==> src/rtl/core/mrrpm_pkg.sv <==
// Shared widths, codes, types and helpers of the ring pointer manager.
`default_nettype none
package mrrpm_pkg;

   localparam int POS_W  = 17;
   localparam int LEN_W  = 17;
   localparam int OFF_W  = 16;
   localparam int KIND_W = 3;
   localparam int ID_W   = 3;
   localparam int CNT_W  = 4;
   localparam int TOT_W  = 64;
   localparam int FULL_W = 32;
   localparam int HIT_W  = 6;
   localparam int CSR_IDX_W  = 4;
   localparam int CSR_DATA_W = 17;

   localparam logic [KIND_W-1:0] KIND_WR_QUERY   = 3'd0;
   localparam logic [KIND_W-1:0] KIND_WR_ADVANCE = 3'd1;
   localparam logic [KIND_W-1:0] KIND_RD_QUERY   = 3'd2;
   localparam logic [KIND_W-1:0] KIND_RD_ADVANCE = 3'd3;
   localparam logic [KIND_W-1:0] KIND_RD_START   = 3'd4;

   localparam logic [CSR_IDX_W-1:0] CSR_BUFFER_SIZE  = 4'd0;
   localparam logic [CSR_IDX_W-1:0] CSR_READER_COUNT = 4'd1;

   localparam logic [LEN_W-1:0] LOW_WATER_RESET = 17'd65536;
   localparam logic [POS_W-1:0] SIZE_MIN        = 17'd2;

   typedef logic [POS_W-1:0] pos_type;
   typedef logic [LEN_W-1:0] len_type;
   typedef logic [HIT_W-1:0] hit_type;

   typedef struct packed {
      logic start;
      logic sample;
   } wq_ctrl_type;

   typedef struct packed {
      len_type run;
      len_type low_free;
      hit_type hits;
   } wq_result_type;

   // Moves a position forward; a landing point past the last index wraps to zero.
   function automatic pos_type mrrpm_advance(input pos_type pos, input len_type len,
                                             input pos_type size);
      logic [POS_W:0] sum;
      pos_type result;
      sum = {1'b0, pos} + {1'b0, len};
      if (sum >= {1'b0, size}) begin
         result = '0;
      end else begin
         result = sum[POS_W-1:0];
      end
      return result;
   endfunction

endpackage
`default_nettype wire

==> src/rtl/core/mrrpm_wq_unit.sv <==
// Accumulator that folds reader pointers into the free run of a writer query.
`default_nettype none
module mrrpm_wq_unit (
   input  logic                        clock,
   input  mrrpm_pkg::wq_ctrl_type      ctrl,
   input  mrrpm_pkg::pos_type          rd_pos,
   input  mrrpm_pkg::pos_type          writer_pos,
   input  mrrpm_pkg::pos_type          size,
   output mrrpm_pkg::wq_result_type    result
);
   import mrrpm_pkg::*;

   len_type        run_ff, run_in;
   len_type        low_ff, low_in;
   hit_type        hits_ff, hits_in;
   logic [POS_W:0] wp_inc;
   logic           is_full;
   len_type        run_d;
   len_type        free_d;

   always_comb begin
      wp_inc  = {1'b0, writer_pos} + 1'b1;
      is_full = ({1'b0, rd_pos} == wp_inc);
      if (is_full) begin
         run_d = '0;
      end else if (writer_pos >= rd_pos) begin
         run_d = size - writer_pos;
      end else begin
         run_d = rd_pos - writer_pos - 1'b1;
      end
      if (rd_pos > writer_pos) begin
         free_d = rd_pos - writer_pos - 1'b1;
      end else begin
         free_d = size - (writer_pos - rd_pos);
      end

      run_in  = run_ff;
      low_in  = low_ff;
      hits_in = hits_ff;
      if (ctrl.start) begin
         run_in  = size;
         low_in  = size;
         hits_in = '0;
      end else if (ctrl.sample) begin
         if (run_d <= run_ff) begin
            run_in = run_d;
         end
         if (free_d < low_ff) begin
            low_in = free_d;
         end
         hits_in = hits_ff + hit_type'(is_full);
      end
   end

   always_ff @(posedge clock) begin
      run_ff  <= run_in;
      low_ff  <= low_in;
      hits_ff <= hits_in;
   end

   assign result.run      = run_ff;
   assign result.low_free = low_ff;
   assign result.hits     = hits_ff;

endmodule
`default_nettype wire

==> src/rtl/core/multi_reader_ring_pointer_manager.sv <==
// Top level of the single-writer, multi-reader ring buffer pointer manager.
// One request is handled at a time. A writer query reads every reader pointer
// from the pointer memory, one per cycle, and then passes through the end and
// finish states before the next request can be accepted; reader queries and
// reader advances with a valid reader id need one memory read; all other
// requests pass through the execute and finish states. A write to buffer_size
// starts a pass over the pointer memory that clamps stale reader positions;
// no request is accepted while it runs. A finished result waits in the output
// register while the next request is accepted.
`default_nettype none
module multi_reader_ring_pointer_manager #(
   parameter int MAX_SIZE = 65536,
   parameter int READERS  = 8
) (
   input  logic                                 clock,
   input  logic                                 reset,
   input  logic                                 req_valid,
   output logic                                 req_stall,
   input  logic [mrrpm_pkg::KIND_W-1:0]         req_kind,
   input  logic [mrrpm_pkg::ID_W-1:0]           req_reader_id,
   input  logic [mrrpm_pkg::LEN_W-1:0]          req_advance_len,
   output logic                                 rsp_valid,
   input  logic                                 rsp_stall,
   output logic [mrrpm_pkg::OFF_W-1:0]          rsp_offset,
   output logic [mrrpm_pkg::LEN_W-1:0]          rsp_length,
   output logic [mrrpm_pkg::TOT_W-1:0]          rsp_bytes_written,
   output logic [mrrpm_pkg::FULL_W-1:0]         rsp_full_events,
   output logic [mrrpm_pkg::LEN_W-1:0]          rsp_min_free,
   output logic                                 rsp_all_ready,
   input  logic                                 csr_write_enable,
   input  logic [mrrpm_pkg::CSR_IDX_W-1:0]      csr_index,
   input  logic [mrrpm_pkg::CSR_DATA_W-1:0]     csr_write_data
);
   import mrrpm_pkg::*;

   localparam int IDX_W  = (READERS > 1) ? $clog2(READERS) : 1;
   localparam int SCAN_W = $clog2(READERS + 1);
   localparam int STW    = $clog2(READERS + 1);
   localparam int CAP    = (MAX_SIZE > 131071) ? 131071 : MAX_SIZE;
   localparam int RST_SZ = (MAX_SIZE < 65536) ? MAX_SIZE : 65536;
   localparam logic [POS_W-1:0] SizeCap   = POS_W'(CAP);
   localparam logic [POS_W-1:0] SizeReset = POS_W'(RST_SZ);
   localparam logic [SCAN_W-1:0] ScanEnd  = SCAN_W'(READERS);

   localparam logic [2:0] ST_IDLE   = 3'd0;
   localparam logic [2:0] ST_SCAN   = 3'd1;
   localparam logic [2:0] ST_WQEND  = 3'd2;
   localparam logic [2:0] ST_RDOP   = 3'd3;
   localparam logic [2:0] ST_EXEC   = 3'd4;
   localparam logic [2:0] ST_FINISH = 3'd5;

   logic [2:0]          state_ff, state_in;
   logic [KIND_W-1:0]   kind_ff, kind_in;
   logic [ID_W-1:0]     id_ff, id_in;
   len_type             len_ff, len_in;
   logic                id_ok_ff, id_ok_in;

   pos_type             writer_pos_ff, writer_pos_in;
   logic [TOT_W-1:0]    byte_total_ff, byte_total_in;
   logic [FULL_W-1:0]   full_total_ff, full_total_in;
   len_type             low_water_ff, low_water_in;
   logic [READERS-1:0]  active_ff, active_in;
   logic [STW-1:0]      started_ff, started_in;
   pos_type             size_ff, size_in;
   logic [CNT_W-1:0]    count_ff, count_in;

   pos_type             res_off_ff, res_off_in;
   len_type             res_len_ff, res_len_in;

   logic [SCAN_W-1:0]   issue_ff, issue_in;
   logic                samp_ff, samp_in;

   logic                sw_pend_ff, sw_pend_in;
   logic [SCAN_W-1:0]   sw_idx_ff, sw_idx_in;
   logic                sw_wb_ff, sw_wb_in;
   logic [IDX_W-1:0]    sw_wb_idx_ff, sw_wb_idx_in;
   pos_type             sw_thr_ff, sw_thr_in;

   logic                rsp_valid_ff, rsp_valid_in;
   logic [OFF_W-1:0]    rsp_offset_ff, rsp_offset_in;
   len_type             rsp_length_ff, rsp_length_in;
   logic [TOT_W-1:0]    rsp_bytes_ff, rsp_bytes_in;
   logic [FULL_W-1:0]   rsp_full_ff, rsp_full_in;
   len_type             rsp_min_free_ff, rsp_min_free_in;
   logic                rsp_ready_ff, rsp_ready_in;

   pos_type             pos_mem [READERS];
   pos_type             mem_rdata_ff;
   logic                mem_we;
   logic [IDX_W-1:0]    mem_waddr;
   logic [IDX_W-1:0]    mem_raddr;
   pos_type             mem_wdata;

   logic                accept;
   logic                req_id_ok;
   logic [IDX_W-1:0]    id_idx;
   pos_type             adv_pos;
   pos_type             new_size;
   wq_ctrl_type         wq_ctrl;
   wq_result_type       wq_res;

   mrrpm_wq_unit u_wq_unit (
      .clock      (clock),
      .ctrl       (wq_ctrl),
      .rd_pos     (mem_rdata_ff),
      .writer_pos (writer_pos_ff),
      .size       (size_ff),
      .result     (wq_res)
   );

   always_ff @(posedge clock) begin
      if (mem_we) begin
         pos_mem[mem_waddr] <= mem_wdata;
      end
      mem_rdata_ff <= pos_mem[mem_raddr];
   end

   assign req_stall = (state_ff != ST_IDLE) || sw_pend_ff || csr_write_enable;
   assign accept    = req_valid && !req_stall;
   assign req_id_ok = 32'(req_reader_id) < READERS;
   assign id_idx    = IDX_W'(id_ff);

   always_comb begin
      new_size = csr_write_data[POS_W-1:0];
      if (new_size < SIZE_MIN) begin
         new_size = SIZE_MIN;
      end else if (new_size > SizeCap) begin
         new_size = SizeCap;
      end
   end

   always_comb begin
      state_in      = state_ff;
      kind_in       = kind_ff;
      id_in         = id_ff;
      len_in        = len_ff;
      id_ok_in      = id_ok_ff;
      writer_pos_in = writer_pos_ff;
      byte_total_in = byte_total_ff;
      full_total_in = full_total_ff;
      low_water_in  = low_water_ff;
      active_in     = active_ff;
      started_in    = started_ff;
      size_in       = size_ff;
      count_in      = count_ff;
      res_off_in    = res_off_ff;
      res_len_in    = res_len_ff;
      issue_in      = issue_ff;
      samp_in       = samp_ff;
      sw_pend_in    = sw_pend_ff;
      sw_idx_in     = sw_idx_ff;
      sw_wb_in      = 1'b0;
      sw_wb_idx_in  = sw_wb_idx_ff;
      sw_thr_in     = sw_thr_ff;
      rsp_valid_in    = rsp_valid_ff;
      rsp_offset_in   = rsp_offset_ff;
      rsp_length_in   = rsp_length_ff;
      rsp_bytes_in    = rsp_bytes_ff;
      rsp_full_in     = rsp_full_ff;
      rsp_min_free_in = rsp_min_free_ff;
      rsp_ready_in    = rsp_ready_ff;
      mem_we        = 1'b0;
      mem_waddr     = id_idx;
      mem_wdata     = '0;
      mem_raddr     = IDX_W'(req_reader_id);
      wq_ctrl       = '0;
      adv_pos       = mrrpm_advance(writer_pos_ff, len_ff, size_ff);

      if (rsp_valid_ff && !rsp_stall) begin
         rsp_valid_in = 1'b0;
      end

      case (state_ff)
         ST_IDLE: begin
            if (accept) begin
               kind_in  = req_kind;
               id_in    = req_reader_id;
               len_in   = req_advance_len;
               id_ok_in = req_id_ok;
               case (req_kind)
                  KIND_WR_QUERY: begin
                     wq_ctrl.start = 1'b1;
                     issue_in      = '0;
                     samp_in       = 1'b0;
                     state_in      = ST_SCAN;
                  end
                  KIND_RD_QUERY, KIND_RD_ADVANCE: begin
                     state_in = req_id_ok ? ST_RDOP : ST_EXEC;
                  end
                  default: begin
                     state_in = ST_EXEC;
                  end
               endcase
            end
         end
         ST_SCAN: begin
            mem_raddr      = IDX_W'(issue_ff);
            wq_ctrl.sample = samp_ff;
            if (issue_ff == ScanEnd) begin
               samp_in  = 1'b0;
               state_in = ST_WQEND;
            end else begin
               samp_in  = active_ff[IDX_W'(issue_ff)];
               issue_in = issue_ff + 1'b1;
            end
         end
         ST_WQEND: begin
            full_total_in = full_total_ff + FULL_W'(wq_res.hits)
                          + FULL_W'(wq_res.run == '0);
            if ((wq_res.run < low_water_ff) && (wq_res.low_free < low_water_ff)) begin
               low_water_in = wq_res.low_free;
            end
            res_off_in = writer_pos_ff;
            res_len_in = wq_res.run;
            state_in   = ST_FINISH;
         end
         ST_RDOP: begin
            res_len_in = '0;
            if (kind_ff == KIND_RD_QUERY) begin
               if (writer_pos_ff > mem_rdata_ff) begin
                  res_len_in = writer_pos_ff - mem_rdata_ff;
               end else if (mem_rdata_ff > writer_pos_ff) begin
                  res_len_in = size_ff - mem_rdata_ff;
               end
               res_off_in = mem_rdata_ff;
            end else begin
               adv_pos    = mrrpm_advance(mem_rdata_ff, len_ff, size_ff);
               mem_we     = 1'b1;
               mem_wdata  = adv_pos;
               res_off_in = adv_pos;
            end
            state_in = ST_FINISH;
         end
         ST_EXEC: begin
            res_len_in = '0;
            case (kind_ff)
               KIND_WR_ADVANCE: begin
                  byte_total_in = byte_total_ff + TOT_W'(len_ff);
                  writer_pos_in = adv_pos;
                  res_off_in    = adv_pos;
               end
               KIND_RD_START: begin
                  if (id_ok_ff) begin
                     mem_we            = 1'b1;
                     mem_wdata         = '0;
                     active_in[id_idx] = 1'b1;
                     if (!active_ff[id_idx]) begin
                        started_in = started_ff + 1'b1;
                     end
                  end
                  res_off_in = '0;
               end
               KIND_RD_QUERY, KIND_RD_ADVANCE: begin
                  res_off_in = '0;
               end
               default: begin
                  res_off_in = writer_pos_ff;
               end
            endcase
            state_in = ST_FINISH;
         end
         ST_FINISH: begin
            if (!rsp_valid_ff || !rsp_stall) begin
               rsp_valid_in    = 1'b1;
               rsp_offset_in   = res_off_ff[OFF_W-1:0];
               rsp_length_in   = res_len_ff;
               rsp_bytes_in    = byte_total_ff;
               rsp_full_in     = full_total_ff;
               rsp_min_free_in = low_water_ff;
               rsp_ready_in    = (32'(started_ff) == 32'(count_ff));
               state_in        = ST_IDLE;
            end
         end
         default: begin
            state_in = ST_IDLE;
         end
      endcase

      // Clamping pass over the reader pointers after a size change.
      if (sw_pend_ff) begin
         if (sw_idx_ff != ScanEnd) begin
            mem_raddr    = IDX_W'(sw_idx_ff);
            sw_wb_in     = 1'b1;
            sw_wb_idx_in = IDX_W'(sw_idx_ff);
            sw_idx_in    = sw_idx_ff + 1'b1;
         end else begin
            sw_pend_in = 1'b0;
         end
      end
      if (sw_wb_ff) begin
         mem_we    = 1'b1;
         mem_waddr = sw_wb_idx_ff;
         mem_wdata = (mem_rdata_ff >= sw_thr_ff) ? '0 : mem_rdata_ff;
      end

      if (csr_write_enable) begin
         case (csr_index)
            CSR_BUFFER_SIZE: begin
               size_in = new_size;
               if (writer_pos_ff >= new_size) begin
                  writer_pos_in = '0;
               end
               sw_thr_in  = (sw_pend_ff && (sw_thr_ff < new_size)) ? sw_thr_ff : new_size;
               sw_pend_in = 1'b1;
               sw_idx_in  = '0;
            end
            CSR_READER_COUNT: begin
               count_in = csr_write_data[CNT_W-1:0];
            end
            default: begin
            end
         endcase
      end
   end

   always_ff @(posedge clock) begin
      if (reset) begin
         state_ff      <= ST_IDLE;
         writer_pos_ff <= '0;
         byte_total_ff <= '0;
         full_total_ff <= '0;
         low_water_ff  <= LOW_WATER_RESET;
         active_ff     <= '0;
         started_ff    <= '0;
         size_ff       <= SizeReset;
         count_ff      <= CNT_W'(1);
         issue_ff      <= '0;
         samp_ff       <= 1'b0;
         sw_pend_ff    <= 1'b0;
         sw_idx_ff     <= '0;
         sw_wb_ff      <= 1'b0;
         rsp_valid_ff  <= 1'b0;
      end else begin
         state_ff      <= state_in;
         writer_pos_ff <= writer_pos_in;
         byte_total_ff <= byte_total_in;
         full_total_ff <= full_total_in;
         low_water_ff  <= low_water_in;
         active_ff     <= active_in;
         started_ff    <= started_in;
         size_ff       <= size_in;
         count_ff      <= count_in;
         issue_ff      <= issue_in;
         samp_ff       <= samp_in;
         sw_pend_ff    <= sw_pend_in;
         sw_idx_ff     <= sw_idx_in;
         sw_wb_ff      <= sw_wb_in;
         rsp_valid_ff  <= rsp_valid_in;
      end
   end

   always_ff @(posedge clock) begin
      kind_ff         <= kind_in;
      id_ff           <= id_in;
      len_ff          <= len_in;
      id_ok_ff        <= id_ok_in;
      res_off_ff      <= res_off_in;
      res_len_ff      <= res_len_in;
      sw_wb_idx_ff    <= sw_wb_idx_in;
      sw_thr_ff       <= sw_thr_in;
      rsp_offset_ff   <= rsp_offset_in;
      rsp_length_ff   <= rsp_length_in;
      rsp_bytes_ff    <= rsp_bytes_in;
      rsp_full_ff     <= rsp_full_in;
      rsp_min_free_ff <= rsp_min_free_in;
      rsp_ready_ff    <= rsp_ready_in;
   end

   assign rsp_valid         = rsp_valid_ff;
   assign rsp_offset        = rsp_offset_ff;
   assign rsp_length        = rsp_length_ff;
   assign rsp_bytes_written = rsp_bytes_ff;
   assign rsp_full_events   = rsp_full_ff;
   assign rsp_min_free      = rsp_min_free_ff;
   assign rsp_all_ready     = rsp_ready_ff;

endmodule
`default_nettype wire

==> config.mk <==
export PLATFORM = sky130hd
export DESIGN_NAME = multi_reader_ring_pointer_manager
export DESIGN_NICKNAME = d
export VERILOG_FILES = /design/src/rtl/core/mrrpm_pkg.sv /design/src/rtl/core/mrrpm_wq_unit.sv /design/src/rtl/core/multi_reader_ring_pointer_manager.sv
export SDC_FILE = /design/constraint.sdc
export NUM_CORES = 1
export LEC_CHECK = 0
export BUFFER_PORTS_ARGS = -buffer_cell sky130_fd_sc_hd__buf_2
export CAP_MARGIN = 20
export CELL_PAD_IN_SITES_DETAIL_PLACEMENT = 1
export CELL_PAD_IN_SITES_GLOBAL_PLACEMENT = 1
export CORE_ASPECT_RATIO = 1.25
export CORE_MARGIN = 2
export CORE_UTILIZATION = 45
export DETAILED_ROUTE_END_ITERATION = 8
export GPL_TIMING_DRIVEN = 0
export PLACE_DENSITY = 0.78
export SETUP_SLACK_MARGIN = 0.3
export SLEW_MARGIN = 30
export SYNTH_ARGS = -nofsm -noshare
export SYNTH_HDL_FRONTEND = slang
export SYNTH_SLANG_ARGS = --single-unit
==> constraint.sdc <==
create_clock -name clock -period 7.86 [get_ports clock]
set_input_delay 0.393 -clock clock [delete_from_list [all_inputs] [get_ports clock]]
set_output_delay 0.393 -clock clock [all_outputs]
set_load 0.02 [all_outputs]
==> flow_summary_export.csv <==
group,metric,value,unit
pwr,ir_drop,0.000215,V
cts,hold_buffers,23,
setup_path,reg2reg_to,"u_wq_unit.low_ff[1]$_DFFE_PP_",
hold_path,hold_class,"input port to flop",
final_layout,n_fill_cell,7932,
final_layout,drive_above_1_share,12.9,%
synthesis,yosysSeqAreaShare,48.1,%
synthesis,syn_nets,3464,
floorplanning,die_x,246,µm
floorplanning,initial_core_util,45.6,%
final_layout,final_nets,3758,
pwr,power.leakage,14.3,nW
synthesis,yosys_warnings,0,
synthesis,syn_avg_cell_area,10.6,µm²
drt,viasPerCell,6.00,
cts,postCtsSetupBuffers,0,
sta,fmax,138,MHz
synthesis,ys_top_cells_by_area,"edfxtp_1 36%, dfxtp_1 12%, ha_1 11%",
setup_path,r2r_slack,0.62,ns
sta,maxSlewHeadroom,32.3,%
drt,drc,0,
setup_path,r2r_cells,21,
global_route,grt_max_degree,34,
cts,numCtsBuffers,59,
floorplanning,coreArea,72100,µm²
floorplanning,io_pins,198,
synthesis,synth.most_common_cell,"edfxtp_1",
cts,cts_tree,"yes",
cts,cts_resized,0,
setup_path,critPathArrivalTime,7.56,ns
setup_path,crit_start,"mem_rdata_ff[1]$_DFF_P_",
place,gp_congestion,0.958,
final_layout,area_delta_synth_final,14.4,%
run,drv_cap,0,
final_layout,fin_cells,4411,
synthesis,synth_ff_type,"edfxtp_1",
synthesis,synthTopCellsByCount,"393 x edfxtp_1, 293 x ha_1, 270 x nor2_1",
synthesis,synthArstFlopShare,0,%
sta,tightest_slew,1.01,ns
sta,post-route-period-util,92.2,%
place,port_buffers,197,
sta,drv_slew,0,
cts,clk_pin_slew_worst_paths,0.06,ns
setup_path,start_kind,"flop",
final_layout,fin_util,52.1,%
drt,wirelength,117000,µm
floorplanning,die_y,306,µm
drt,first_pass_iters,5,
sta,setup_viol,0,
setup_path,cp.required,8.18,ns
cts,clk_latency,0.69,ns
place,hpwl,90700,µm
global_route,grt_pass1_wl,174000,µm
synthesis,synth_edf_count,393,
setup_path,r2r_start,"mem_rdata_ff[1]$_DFF_P_",
global_route,track_usage,30.8,%
synthesis,synthDistinctLibCells,90,
sta,fin_crit,7.24,ns
cts,cts.path.max_buffers,3,
drt,drtAntennaViolNets,0,
drt,drt-initial-drc-count,1569,
setup_path,critPathCapture,"u_wq_unit.low_ff[1]$_DFFE_PP_",
synthesis,netlist.area_leader.share,35.9,%
cts,cts_root_buf,"clkbuf_16",
setup_path,endpoint_kind,"flop",
global_route,grt_pass1_vias,28692,
cts,clock_sinks,594,
cts,cts_max_level,2,
global_route,grt.overflow.total,0,
synthesis,ys_seq_elements,594,
setup_path,path_class,"flop to flop",
sta,rsz0062_at_grt,"no",
synthesis,synth.cell_area,32900,µm²
sta,fin_skew,0.0819,ns
floorplanning,dieArea,75300,µm²
floorplanning,rows,110,
setup_path,cp_max_fo,9,
synthesis,netlist_instances,3113,
pwr,pwr_density_cell,222,nW/µm²
sta,hold_viol_final,0,
status,outcome,"finished, final reports clean",
place,dp_cells,4275,
drt,wl_per_cell,26.4,µm
drt,dr_total_vias,26458,
synthesis,yosys.area.top_type,"edfxtp_1",
global_route,antenna_found_initial,4,
cell usage in the layout (no fill, tap or decap), types with 37 or more instances in the layout:
cell type,instances
nor2b_1,37
o21ai_0,137
nand2_1,235
ha_1,293
mux4_2,38
edfxtp_1,393
nand3_1,81
clkbuf_1,81
a21oi_1,250
xnor2_1,109
nor3_1,71
xor2_1,79
a21o_1,46
inv_1,198
nand4_1,54
dfxtp_1,201
clkbuf_16,60
buf_2,227
nor2_1,262
state kept, by name (all words and copies together), names as in the netlist, 32 cells and up:
name               flops
pos_mem              136
byte_total_ff         64
rsp_bytes_written     64
full_total_ff         32
rsp_full_events       32
per-layer routing:
layer  up-vias  wire [µm]  GRT usage, %  part of all wire, %
li1      12037          -             -                    -
met1     13217      43500          33.7                   37
met2       847      59200          55.4                   51
met3       355       5090          3.79                  4.4
met4         2       8790          20.5                  7.5
met5         -         11             0               0.0094
cell families after synthesis:
logic type | after synthesis | share of synthesized area (%)
AOI/OAI and AO/OA | 720 | 13.9
DFF | 594 | 48.1
buffers and inverters | 308 | 3.67
muxes | 95 | 4.46
adders and majority gates | 302 | 11.7
xor gates and xnor gates | 188 | 5.01
and+or+nand+nor | 906 | 13.2
worst max-delay path, cell delays in order (launching register included):
cell and delay (ns):
dfxtp_1 0.64, inv_1 0.38, fa_1 0.56, a21oi_1 0.26, o22ai_1 0.16, o41ai_1 0.75
o21ai_1 0.29, a21o_1 0.25, a21oi_1 0.21, xnor2_1 0.25, ha_1 0.36, and2_1 0.19
a221oi_1 0.43, nand2_1 0.10, a21oi_1 0.24, xnor2_1 0.12, o21ai_0 0.28, ha_1 0.31
nand4_1 0.19, o211ai_1 0.20, o21ai_2 0.49, buf_6 0.22
worst min-delay path by stage:
stage | from | end | slack (ns) | depth (start not counted)
2_1_floorplan | res_len_ff[0]$_DFFE_PP_ | rsp_length[0]$_DFFE_PP_ | 0.40 | 0
3_3_place_gp | res_off_ff[4]$_DFFE_PP_ | rsp_offset[4]$_DFFE_PP_ | 0.40 | 0
3_5_place_dp | res_len_ff[12]$_DFFE_PP_ | rsp_length[12]$_DFFE_PP_ | 0.41 | 0
4_1_cts | rsp_stall | rsp_valid$_SDFF_PP0_ | 0.004 | 3
5_1_grt | rsp_stall | rsp_valid$_SDFF_PP0_ | 0.04 | 3
6_report | rsp_stall | rsp_valid$_SDFF_PP0_ | 0.03 | 3
per-stage QoR:
stage | setup slack [ns] | total power (W) | TNS (ns) | cell area (µm²) | hold slack (ns)
2_1_floorplan | 1.89 | 0.00481 | 0 | 32900 | 0.400
3_3_place_gp | -0.557 | 0.00535 | -16.34 | 35100 | 0.402
3_5_place_dp | 0.814 | 0.00544 | 0 | 35400 | 0.407
4_1_cts | 0.708 | 0.00834 | 0 | 37600 | 0.00361
5_1_grt | 0.351 | 0.00864 | 0 | 37600 | 0.0446
6_report | 0.616 | 0.00835 | 0 | 37600 | 0.0332
layout make-up:
cell class,instances,area [µm²],area share [%]
Antenna cell,3,7.51,0.0200
Buffer,108,458,1.22
Clock buffer,73,1590,4.23
Clock inverter,37,377,1.00
Inverter,200,751,2.00
Multi-Input combinational cell,2211,16000,42.5
Sequential cell,594,15800,42.1
Tap cell,952,1190,3.17
Timing Repair Buffer,233,1430,3.81
power by group:
group | internal, W | total [W] | switching, W
Clock | 0.00161 | 0.00291 | 0.00130
Sequential | 0.00343 | 0.00355 | 0.000126
Combinational | 0.000711 | 0.00188 | 0.00117
Total | 0.00575 | 0.00835 | 0.00260
(Power assumes the default switching activity.)
